$ cat src/rtl/ict_pkg.sv
// Shared types and constants of the interval coverage tracker.
// No dependencies; every other file imports it.
package ict_pkg;

  localparam int FIELD_W = 48;
  localparam int MODE_W  = 2;

  typedef enum logic [MODE_W-1:0] {
    MODE_ADD   = 2'd0,
    MODE_QUERY = 2'd1,
    MODE_GAPS  = 2'd2,
    MODE_CLEAR = 2'd3
  } mode_e;

  typedef enum logic [1:0] {
    C_HOLD,
    C_INSERT,
    C_MERGE,
    C_ABSORB
  } cell_op_e;

  typedef struct packed {
    logic               hit;
    logic               table_full;
    logic               gap_valid;
    logic [FIELD_W-1:0] gap_start;
    logic [FIELD_W-1:0] gap_end;
    logic               last;
  } rsp_t;

endpackage

$ cat src/rtl/ict_cell.sv
// One table cell: holds one covered range, compares it against the broadcast key
// and shifts to or from its neighbors. Depends on ict_pkg.
module ict_cell import ict_pkg::*; #(
  parameter int OW  = 48,
  parameter int CW  = 5,
  parameter int IDX = 0
) (
  input  logic          clk_i,
  input  cell_op_e      op_i,
  input  logic [CW-1:0] ptr_i,
  input  logic [OW-1:0] key_lo_i,
  input  logic [OW-1:0] key_hi_i,
  input  logic [OW-1:0] lft_lo_i,
  input  logic [OW-1:0] lft_hi_i,
  input  logic [OW-1:0] rgt_lo_i,
  input  logic [OW-1:0] rgt_hi_i,
  output logic [OW-1:0] lo_o,
  output logic [OW-1:0] hi_o,
  output logic          touch_o,
  output logic          gt_o,
  output logic          ntouch_o
);

  logic [OW-1:0] lo_q, hi_q;
  logic          at_ptr, past_ptr;

  assign at_ptr   = (CW'(IDX) == ptr_i);
  assign past_ptr = (CW'(IDX) > ptr_i);

  assign lo_o     = lo_q;
  assign hi_o     = hi_q;
  assign touch_o  = (lo_q <= key_hi_i) && (key_lo_i <= hi_q);
  assign gt_o     = (lo_q > key_hi_i);
  assign ntouch_o = (lo_q <= rgt_hi_i) && (rgt_lo_i <= hi_q);

  always_ff @(posedge clk_i) begin
    case (op_i)
      C_INSERT: begin
        if (at_ptr) begin
          lo_q <= key_lo_i;
          hi_q <= key_hi_i;
        end else if (past_ptr) begin
          lo_q <= lft_lo_i;
          hi_q <= lft_hi_i;
        end
      end
      C_MERGE: begin
        if (at_ptr) begin
          lo_q <= (key_lo_i < lo_q) ? key_lo_i : lo_q;
          hi_q <= (key_hi_i > hi_q) ? key_hi_i : hi_q;
        end
      end
      C_ABSORB: begin
        if (at_ptr) begin
          lo_q <= (rgt_lo_i < lo_q) ? rgt_lo_i : lo_q;
          hi_q <= (rgt_hi_i > hi_q) ? rgt_hi_i : hi_q;
        end else if (past_ptr) begin
          lo_q <= rgt_lo_i;
          hi_q <= rgt_hi_i;
        end
      end
      default: begin
      end
    endcase
  end

endmodule

$ cat config.mk
export PLATFORM = sky130hd
export DESIGN_NAME = ict_cell
export DESIGN_NICKNAME = d
export VERILOG_FILES = /design/src/rtl/ict_pkg.sv /design/src/rtl/ict_cell.sv
export SDC_FILE = /design/constraint.sdc
export NUM_CORES = 1
export LEC_CHECK = 0
export ABC_AREA = 1
export BUFFER_PORTS_ARGS = -buffer_cell sky130_fd_sc_hd__buf_2
export CORE_MARGIN = 10
export CORE_UTILIZATION = 45
export CTS_BUF_LIST = sky130_fd_sc_hd__clkbuf_8
export DETAILED_ROUTE_END_ITERATION = 10
export PLACE_DENSITY = 0.73
export SETUP_SLACK_MARGIN = 0.5
export SLEW_MARGIN = 20
export SYNTH_ARGS = -nofsm -noshare
export SYNTH_HDL_FRONTEND = slang
export SYNTH_SLANG_ARGS = --single-unit
export TNS_END_PERCENT = 50
$ cat constraint.sdc
create_clock -name clk_i -period 6.1 [get_ports clk_i]
set_input_delay 1.22 -clock clk_i [delete_from_list [all_inputs] [get_ports clk_i]]
set_output_delay 1.22 -clock clk_i [all_outputs]
set_load 0.02 [all_outputs]
# After elaboration in Yosys (flattened, before gate mapping)
# Index checks and enable logic that the tools add are counted.
[classes]
order_cmp = 10
eq_ne = 10
n_mux = 16
reduce_logical = 6
[op_table]
columns = ["operator", "n"]
rows = [
  ["$mux 48", 14],
  ["$pmux 48 s3", 2],
  ["$le 48x48->1", 4],
  ["$gt 48x48->1", 3],
  ["$lt 48x48->1", 2],
  ["$ne 3x3->1 const B", 4],
  ["$reduce_and 6->1", 2],
  ["$ne 2x2->1 const B", 3],
  ["$gt 1x5->1 const A", 1],
  ["$logic_not 5->1", 1],
  ["$eq 2x2->1 const B", 2],
  ["$reduce_bool 3->1", 1],
  ["$eq 2x1->1 const B", 1],
  ["$logic_and 1x1->1", 2],
]
[totals]
ff_bits = 96
in_bits = 296
out_inout_bits = 99
word_cells = 44

# Depth between registers and ports, before layout
# Gate-level depths: netlist (run 1).
[logic_depth]
depth_word = 4
mapped_depth = 15
ltp_nobuf = 15

# Least setup slack after synthesis (run 1)
# Ideal clock, no wire load.
[synth_timing]
kind = "input to register"
from = "input port rgt_lo_i[47]"
to = "register lo_q[0], in the netlist lo_o[0], enable pin"
setup_time_ps = 470
arrival_ps = 4504
required_time_ps = 5630
setup_slack_ps = 1126
stages = 14
path_buffers = 0
path_cell_list = "ha_1 nand2_1 inv_1 nand3_1 nor2_1 nand2_1 inv_1 nand2_1 nand2_1 nor2_1 nand2_1 nand2_1 nand2_1 a21oi_1"
[synth_between]
elab_chain_cells = 3
[synth_rtl]
columns = ["item", "line", "source"]
rows = [
  ["start: declaration", "ict_cell.sv:15", "input logic [OW-1:0] rgt_lo_i,"],
  ["$lt 48x48->1", "ict_cell.sv:55", "lo_q <= (rgt_lo_i < lo_q) ? rgt_lo_i : lo_q;"],
  ["$ne 3x3->1 (no source line)", "-", ""],
  ["$reduce_and 6->1 (no source line)", "-", ""],
  ["end signal: assignment", "ict_cell.sv:49", "lo_q <= (key_lo_i < lo_q) ? key_lo_i : lo_q;"],
  ["end signal: assignment", "ict_cell.sv:55", ""],
  ["end signal: assignment", "ict_cell.sv:58", "lo_q <= rgt_lo_i;"],
  ["end: declaration", "ict_cell.sv:24", "logic [OW-1:0] lo_q, hi_q;"],
]
# No other way between the ends.
# A chain may end at the register's enable or synchronous reset.

# Worst setup path in the final report (run 1)
[layout_timing]
from = "input port rgt_hi_i[43]"
to = "output port ntouch_o"
[layout_between]
elab_chain_cells = 2
[layout_rtl]
columns = ["item", "line", "source"]
rows = [
  ["start: declaration", "ict_cell.sv:16", "input logic [OW-1:0] rgt_hi_i,"],
  ["$le 48x48->1", "ict_cell.sv:34", "assign ntouch_o = (lo_q <= rgt_hi_i) && (rgt_lo_i <= hi_q);"],
  ["$logic_and 1x1->1", "ict_cell.sv:34", ""],
  ["end: declaration", "ict_cell.sv:21", "output logic ntouch_o"],
]
# No other way between the ends.

==> impl_metrics.py, run 1 <==
metrics = {
    "sta": {
        "fin_worst_skew_ns": 0.0153,
        "maxClockFrequency_ghz": 0.225,
        "post-route-period-util_pct": 72.8,
        "final-max-slew-violation-count": 0,
        "max_slew.worst_pin.slew_ns": 0.925,
        "tns_ns": 0,
        "setup_violations": 0,
        "relSlewSlack_pct": 38.2,
        "hold_viol": 0,
        "rsz0062_at_grt": "false",
        "period_needed_ns": 4.44,
        "whs_ns": 1.11,
    },
    "power_and_ir_drop": {
        "clkPwrFrac_pct": 20.4,
        "comb_power_share_pct": 41.5,
        "total_power_mw": 2.09,
        "p_int_mw": 1.24,
        "p_sw_uw": 857,
        "p_leak_nw": 8.99,
        "vdd_drop_max_mv": 0.0974,
        "pwr-share-seq_pct": 38.1,
        "p_sw_share_pct": 41.0,
        "power.density_nw_per_um2": 122,
    },
    "detailed_routing": {
        "dr.first_iter.drc_count": 1202,
        "ant_nets": 0,
        "drt_pass1_iterations": 5,
        "totalWireLength_um": 61200,
        "vias_per_cell": 5.74,
        "drc_errors": 0,
        "vias": 15900,
        "routedWlPerCell_um": 22.1,
    },
    "placed_design": {
        "routabilityCongestion": 0.982,
        "hpwl_um": 50100,
        "io_buffers": 394,
        "place_area_um2": 17000,
    },
    "job": {
        "cap_violations": 0,
    },
    "worst_setup_path": {
        "cp-start-kind": "input pin",
        "crit_path_start": "rgt_hi_i[43]",
        "cp-end-kind": "output pin",
        "crit_fanout": 2,
        "r2r_start": "hi_o[27]",
        "crit_type": "input pin to output pin",
        "crit_required_ns": 4.88,
        "worstPathArrival_ns": 3.22,
    },
    "logic_synthesis": {
        "synth_edf_count": 96,
        "yosysWarnings": 0,
        "synthArstFlopShare_pct": 0,
        "synth_seq_cells": 96,
        "syn-num-nets": 2634,
        "synth.area.top_cells": "ha_1, edfxtp_1, nand2_1",
        "ys_top_cells_by_count": "nand2_1, ha_1, inv_1",
        "synth.yosys.seq_area_share_pct": 19.6,
        "netlist.area_leader.share_pct": 32.5,
        "synthesis.area_um2": 14700,
        "netlist_instances": 1956,
        "post_synth.cell_area_avg_um2": 7.51,
        "yosysTopAreaCell": "ha_1",
        "synth_flop_cell": "edfxtp_1",
        "ys_types": 32,
        "synth.most_common_cell": "nand2_1",
    },
    "final_layout": {
        "nets": 2996,
        "drive_gt1_share_pct": 18.8,
        "fillers": 3248,
        "syn_to_final_growth_pct": 17.2,
        "design_area_um2": 17200,
    },
    "status": {
        "outcome": "complete, no violations",
    },
    "global_routing": {
        "antenna_found_initial": 6,
        "grt_pass1_wl_um": 92100,
        "first_global_vias": 15800,
        "grt.overflow.total": 0,
        "grt_use_total_pct": 29.2,
        "grt_max_degree": 97,
    },
    "floorplanning": {
        "fp.dieArea_um2": 40300,
        "core_um2": 32400,
        "die-height_um": 201,
        "num_rows": 66,
        "start_util_pct": 45.4,
        "die_w_um": 201,
        "pin_count": 395,
    },
    "cts": {
        "cts_tree": "done",
        "postCtsHoldBufs": 0,
        "clockBufferDepth": 2,
        "clk_latency_ns": 0.45,
        "clkSinkCount": 96,
        "clk_transition_reported_paths_ns": 0.11,
        "cts_resized": 0,
        "cts_root_buf": "clkbuf_8",
        "postCtsSetupBuffers": 0,
        "cts_inserted_buffers": 9,
        "h-tree-depth": 3,
    },
    "hold_path": {
        "min_from": "lft_hi_i[37]",
        "hold_path.class": "input pin to register",
    },
}
## cell usage in the layout (no fill, tap or decap), types with 2 or more instances in the layout
| master | instances |
|---|---|
| nand3_1 | 88 |
| nand2_1 | 382 |
| diode_2 | 3 |
| a21oi_1 | 185 |
| buf_2 | 394 |
| nand3b_1 | 2 |
| inv_1 | 283 |
| nor2_2 | 2 |
| clkinv_1 | 3 |
| edfxtp_1 | 96 |
| nand4_1 | 39 |
| o21a_1 | 10 |
| o221ai_1 | 49 |
| nor3_2 | 5 |
| buf_4 | 10 |
| o21bai_1 | 2 |
| clkinv_2 | 2 |
| and3_1 | 2 |
| inv_2 | 4 |
| o211ai_1 | 102 |
| o21ai_0 | 73 |
| nor4_1 | 4 |
| nor2_1 | 125 |
| nor3_1 | 15 |
| nand4_2 | 2 |
| clkbuf_8 | 9 |
| ha_1 | 382 |
| o21ai_1 | 37 |
| nand2_2 | 2 |
| a31oi_1 | 3 |
## final timing paths
check | to | cells after the start | slack, ns
max reg2reg | hi_o[40] | 15 | 2.65
min reg2reg | lo_o[16] | 7 | 1.43
max | ntouch_o | 14 | 1.66
min | hi_o[37] | 3 | 1.11
## registers in the layout, indices dropped and copies added, names as in the netlist
signal and flops:
hi_o 48, lo_o 48
## power by group through the flow
stage,clock (mW),combinational (mW),sequential [mW]
2_1_floorplan,0,0.476,0.824
3_3_place_gp,0,0.824,0.812
3_5_place_dp,0,0.849,0.812
4_1_cts,0.433,0.854,0.797
5_1_grt,0.452,0.974,0.799
6_report,0.427,0.868,0.798
## layout make-up
class | count | area, µm² | share of cell area [%]
multi-input cells | 1516 | 10400 | 60.6
repair buffers | 407 | 2110 | 12.2
clock buffers | 9 | 124 | 0.720
inverters | 288 | 1080 | 6.30
diodes | 3 | 7.51 | 0.0436
well taps | 442 | 553 | 3.21
flip-flops and latches | 96 | 2880 | 16.7
clock inverters | 6 | 28.8 | 0.167
## metrics by stage
step / util, % / instances / worst slack, ns
4_1_cts: 53.0 / 2763 / 1.70
3_5_place_dp: 52.6 / 2748 / 1.71
2_1_floorplan: - / 1956 / 1.13
5_1_grt: 53.2 / 2766 / 1.56
3_3_place_gp: 52.6 / 2748 / 1.72
6_report: 53.2 / 2767 / 1.66
## routing by layer
metal | global-route usage (%) | wire length (µm) | up-vias | part of all wire, %
met5 | 0 | 52 | - | 0.085
met4 | 10.5 | 1910 | 8 | 3.1
met3 | 6.00 | 5110 | 111 | 8.3
met2 | 47.7 | 27800 | 785 | 45
met1 | 37.4 | 26400 | 7321 | 43
li1 | - | - | 7658 | -
## critical path, stage by stage
cell and delay, ns:
buf_2 0.11, inv_1 0.07, ha_1 0.30, nand2_1 0.06, inv_1 0.06, nand3_1 0.09
nor3_1 0.39, nand2_1 0.20, inv_1 0.12, nand4_1 0.11, nand2_1 0.10, nand2_1 0.05
inv_1 0.14, buf_2 0.20
## cell families (layout without fill, tap and decap cells)
logic type,after synthesis,after routing,synth area share (%)
compound gates,464,464,19.1
simple gates,670,670,19.2
flops,96,96,19.6
fa+ha+maj,382,382,32.5
other cells,0,3,0
buf+inv,344,710,9.53
(Power assumes the default switching activity.)
==> run 2: changes to the inputs <==
--- a/config.mk
+++ b/config.mk
@@ -11,7 +11,7 @@
 export CORE_UTILIZATION = 45
 export CTS_BUF_LIST = sky130_fd_sc_hd__clkbuf_8
 export DETAILED_ROUTE_END_ITERATION = 10
-export PLACE_DENSITY = 0.73
+export PLACE_DENSITY = 0.76
 export SETUP_SLACK_MARGIN = 0.5
 export SLEW_MARGIN = 20
 export SYNTH_ARGS = -nofsm -noshare
==> constraint.sdc (replaced) <==
create_clock -name clk_i -period 4 [get_ports clk_i]
set_input_delay 0.8 -clock clk_i [delete_from_list [all_inputs] [get_ports clk_i]]
set_output_delay 0.8 -clock clk_i [all_outputs]
set_load 0.02 [all_outputs]
==> impl_metrics.py, run 2 (same netlist as run 1, synthesis figures left out) <==
metrics = {
    "cts": {
        "h-tree-depth": 3,
        "clk_latency_ns": 0.42,
        "cts_inserted_buffers": 9,
        "clkSinkCount": 96,
        "postCtsHoldBufs": 0,
        "cts_tree": "done",
        "clk_transition_reported_paths_ns": 0.11,
        "clockBufferDepth": 2,
        "cts_root_buf": "clkbuf_8",
    },
    "final_layout": {
        "drive_gt1_share_pct": 20.5,
        "nets": 3014,
        "mostFrequentLayoutCells": "buf_2, ha_1, nand2_1",
        "fin_cells": 2785,
        "syn_to_final_growth_pct": 19.1,
        "layout_commonest_cell": "buf_2",
    },
    "detailed_routing": {
        "dr.first_iter.drc_count": 1206,
        "vias": 15800,
        "drt_pass1_iterations": 6,
        "drc_errors": 0,
        "totalWireLength_um": 60400,
        "ant_nets": 0,
        "routedWlPerCell_um": 21.7,
        "vias_per_cell": 5.69,
    },
    "power_and_ir_drop": {
        "clkPwrFrac_pct": 20.0,
        "p_sw_mw": 1.30,
        "power.density_nw_per_um2": 183,
        "p_sw_share_pct": 40.7,
        "comb_power_share_pct": 42.0,
        "p_leak_nw": 9.14,
        "vdd_drop_max_mv": 0.134,
        "p_int_mw": 1.90,
        "pwr-share-seq_pct": 38.0,
    },
    "global_routing": {
        "grt.overflow.total": 0,
        "grt_use_total_pct": 28.7,
        "grt_max_degree": 97,
        "antenna_found_initial": 3,
        "grt_pass1_wl_um": 91500,
        "first_global_vias": 16000,
    },
    "worst_setup_path": {
        "cp-end-kind": "output pin",
        "r2r_slack_ns": 0.96,
        "worstPathArrival_ns": 2.63,
        "crit_fanout": 4,
        "crit_type": "input pin to output pin",
        "crit_required_ns": 3.20,
        "cp-start-kind": "input pin",
    },
    "floorplanning": {
        "pin_count": 395,
        "die-height_um": 201,
        "num_rows": 66,
        "fp.dieArea_um2": 40300,
        "core_um2": 32400,
        "start_util_pct": 45.4,
        "die_w_um": 201,
    },
    "placed_design": {
        "io_buffers": 394,
        "hpwl_um": 49800,
        "routabilityCongestion": 0.954,
        "placedCellCount": 2755,
    },
    "sta": {
        "tns_ns": 0,
        "rsz0062_at_grt": "true",
        "max_slew.worst_pin.slew_ns": 0.880,
        "fin_worst_skew_ns": 0.0188,
        "period_needed_ns": 3.43,
        "post-route-period-util_pct": 85.7,
        "relSlewSlack_pct": 41.3,
        "final-max-slew-violation-count": 0,
        "hold_viol": 0,
        "setup_violations": 0,
        "maxClockFrequency_ghz": 0.292,
    },
    "status": {
        "outcome": "complete, no violations",
    },
    "job": {
        "cap_violations": 0,
    },
    "hold_path": {
        "hold_path.class": "input pin to register",
    },
}
## run 2: metal layers
layer	GRT usage (%)	share of wire, %	vias to the layer above
met5	0	0.022	-
met4	8.79	2.8	2
met3	6.02	8.8	99
met2	48.1	46	783
met1	36.1	42	7263
li1	-	-	7693
## run 2: repair_timing
action                     in CTS  in global routing
cloned                          0                  0
setup buffers                   0                 12
pin swaps                       0                 12
resized for setup               3                 36
setup endpoints to repair       3                  3
## run 2: worst paths after layout
path | start | to | cells after the start
worst max register to register | hi_o[29] | hi_o[16] | 13
worst min register to register | lo_o[32] | lo_o[30] | 8
worst max-delay path | key_lo_i[46] | touch_o | 13
worst min-delay path | lft_hi_i[43] | hi_o[43] | 3
## run 2: critical path: stages
cell and delay [ns]:
buf_2 0.14, ha_1 0.30, nand2_1 0.11, nor2_4 0.15, nand4_4 0.13, nor3_4 0.24
and3_4 0.22, nand2_1 0.05, nand3_1 0.08, nand2_1 0.15, nand2_2 0.11, inv_2 0.04
buf_6 0.12
## run 2: stage by stage
stage	util (%)	hold WS (ns)	cell area (µm²)	setup WS [ns]	power [mW]
after floorplan	-	1.01	14700	0.824	1.98
after global placement	52.7	1.14	17100	0.466	2.49
after detailed placement	52.7	1.15	17100	0.445	2.53
after CTS	53.2	0.694	17200	0.436	3.17
after global routing	54.0	0.718	17500	0.421	3.40
final	54.0	0.715	17500	0.572	3.20
## run 2: cell type report
class,count,area [µm²]
Multi-Input combinational cell,1516,10600
Inverter,288,1080
Clock buffer,9,124
Tap cell,442,553
Sequential cell,96,2880
Antenna cell,2,5.00
Clock inverter,7,30.0
Fill cell,3149,14900
Timing Repair Buffer,425,2230
## run 2: power by group through the flow
| stage | clock network [mW] | logic (mW) | registers [mW] |
|---|---|---|---|
| 6_report | 0.641 | 1.34 | 1.22 |
| 5_1_grt | 0.675 | 1.51 | 1.22 |
| 4_1_cts | 0.651 | 1.30 | 1.21 |
| 3_5_place_dp | 0 | 1.29 | 1.24 |
| 3_3_place_gp | 0 | 1.25 | 1.24 |
| 2_1_floorplan | 0 | 0.727 | 1.25 |
==> run 3: changes to the inputs <==
--- a/config.mk
+++ b/config.mk
@@ -10,8 +10,9 @@
 export CORE_MARGIN = 10
 export CORE_UTILIZATION = 45
 export CTS_BUF_LIST = sky130_fd_sc_hd__clkbuf_8
+export CTS_CLUSTER_DIAMETER = 40
 export DETAILED_ROUTE_END_ITERATION = 10
-export PLACE_DENSITY = 0.76
+export PLACE_DENSITY = 0.73
 export SETUP_SLACK_MARGIN = 0.5
 export SLEW_MARGIN = 20
 export SYNTH_ARGS = -nofsm -noshare
==> impl_metrics.py, run 3 (same netlist as run 1, synthesis figures left out) <==
metrics = {
    "status": {
        "outcome": "complete, no violations",
    },
    "sta": {
        "whs_ns": 0.701,
        "final-max-slew-violation-count": 0,
        "hold_viol": 0,
        "post-route-period-util_pct": 85.8,
        "period_needed_ns": 3.43,
        "max_slew.worst_pin.slew_ns": 0.898,
        "tns_ns": 0,
        "rsz0062_at_grt": "true",
        "maxClockFrequency_ghz": 0.291,
        "setup_violations": 0,
        "relSlewSlack_pct": 40.1,
        "fin_worst_skew_ns": 0.0144,
    },
    "detailed_routing": {
        "routedWlPerCell_um": 21.7,
        "vias": 16000,
        "drt_pass1_iterations": 6,
        "totalWireLength_um": 60600,
        "dr.first_iter.drc_count": 1227,
        "drc_errors": 0,
        "vias_per_cell": 5.72,
        "ant_nets": 0,
    },
    "final_layout": {
        "drive_gt1_share_pct": 20.1,
        "layout_commonest_cell": "buf_2",
        "utilization_pct": 54.1,
        "syn_to_final_growth_pct": 19.1,
        "fillers": 3199,
        "fin_cells": 2789,
        "mostFrequentLayoutCells": "buf_2, nand2_1, ha_1",
        "nets": 3015,
    },
    "hold_path": {
        "hold_path.class": "input pin to register",
        "min_from": "lft_hi_i[46]",
        "whs_path_depth": 3,
        "holdPathEnd": "hi_o[46]",
    },
    "global_routing": {
        "first_global_vias": 16000,
        "grt.overflow.total": 0,
        "antenna_found_initial": 10,
        "grt_pass1_wl_um": 91300,
        "grt_use_total_pct": 28.7,
        "grt_max_degree": 97,
    },
    "placed_design": {
        "io_buffers": 394,
        "hpwl_um": 49500,
        "routabilityCongestion": 0.952,
        "placedCellCount": 2755,
    },
    "worst_setup_path": {
        "crit_type": "register to output pin",
        "crit_required_ns": 3.20,
        "cp-start-kind": "register",
        "cpMostUsedCell": "nand2_1",
        "cp-end-kind": "output pin",
        "cp_cell_sequence": "inv_1, ha_1, nand4_1, nor3_1, and3_4, nand2_1, nand3_1, nand2_1, nand2_1, inv_1, buf_2",
        "crit_path_start": "hi_o[22]",
        "cp_slowest_cell": "edfxtp_1",
        "crit_fanout": 4,
        "reg2reg_depth": 13,
        "slowest_delay_ns": 0.47,
        "path_buf_inv": 3,
        "r2r_slack_ns": 1.04,
        "cp_top_family": "simple AND/OR/NAND/NOR gates",
        "worstPathArrival_ns": 2.63,
        "r2r_start": "hi_o[29]",
        "r2r-end": "hi_o[2]",
    },
    "power_and_ir_drop": {
        "power.density_nw_per_um2": 186,
        "vdd_drop_max_mv": 0.154,
        "total_power_mw": 3.26,
        "p_leak_nw": 9.14,
    },
    "cts": {
        "postCtsHoldBufs": 0,
        "clockBufferDepth": 2,
        "cts_root_buf": "clkbuf_8",
        "clkSinkCount": 96,
        "cts_tree": "done",
        "h-tree-depth": 3,
        "clk_latency_ns": 0.43,
        "clk_transition_reported_paths_ns": 0.12,
        "cts_inserted_buffers": 9,
    },
    "floorplanning": {
        "die-height_um": 201,
        "die_w_um": 201,
        "num_rows": 66,
        "pin_count": 395,
        "core_um2": 32400,
        "start_util_pct": 45.4,
        "fp.dieArea_um2": 40300,
    },
    "job": {
        "cap_violations": 0,
    },
}
-- run 3: layer usage --
layer	wire [µm]	share of wire [%]	track usage (%)	vias up
met5	57	0.094	0	-
met4	2080	3.4	10.5	10
met3	4880	8.1	5.78	128
met2	27900	46	47.9	788
met1	25600	42	36.0	7349
li1	-	-	-	7690
-- run 3: power by group --
group	internal (mW)	switching [mW]
Combinational	0.521	0.822
Clock	0.279	0.428
Sequential	1.16	0.0511
-- run 3: cell type report --
| cell class | count | area [µm²] | share of cell area (%) |
|---|---|---|---|
| sequential | 96 | 2880 | 16.5 |
| antenna | 5 | 12.5 | 0.0715 |
| clock inverter | 7 | 53.8 | 0.307 |
| timing repair buffer | 426 | 2260 | 12.9 |
| inverter | 288 | 1080 | 6.20 |
| tap | 442 | 553 | 3.16 |
| multi-input combinational | 1516 | 10500 | 60.2 |
| clock buffer | 9 | 124 | 0.708 |
-- run 3: what timing repair did --
action,in CTS,in global routing
pin swaps,0,10
endpoints found under the setup margin,3,3
buffers inserted,2,11
gates resized for setup,3,21
-- run 3: worst max path at each step --
stage / endpoint / slack (ns) / cells past startpoint
5_1_grt: touch_o / 0.43 / 10
6_report: ntouch_o / 0.57 / 11
3_3_place_gp: touch_o / 0.40 / 15
4_1_cts: ntouch_o / 0.50 / 13
3_5_place_dp: touch_o / 0.42 / 15
2_1_floorplan: hi_o[0] / 0.82 / 13
-- run 3: tightest hold or removal path: cells and delay by family --
| kind | cells | cell delay [ns] |
|---|---|---|
| buf+inv | 1 | 0.08 |
| compound gates | 2 | 0.15 |
-- run 3: metrics by stage --
step                setup WS, ns  instance area, µm²
finish                     0.568               17500
global route               0.435               17500
global placement           0.398               17100
floorplan                  0.824               14700
CTS                        0.499               17300
detailed placement         0.416               17100
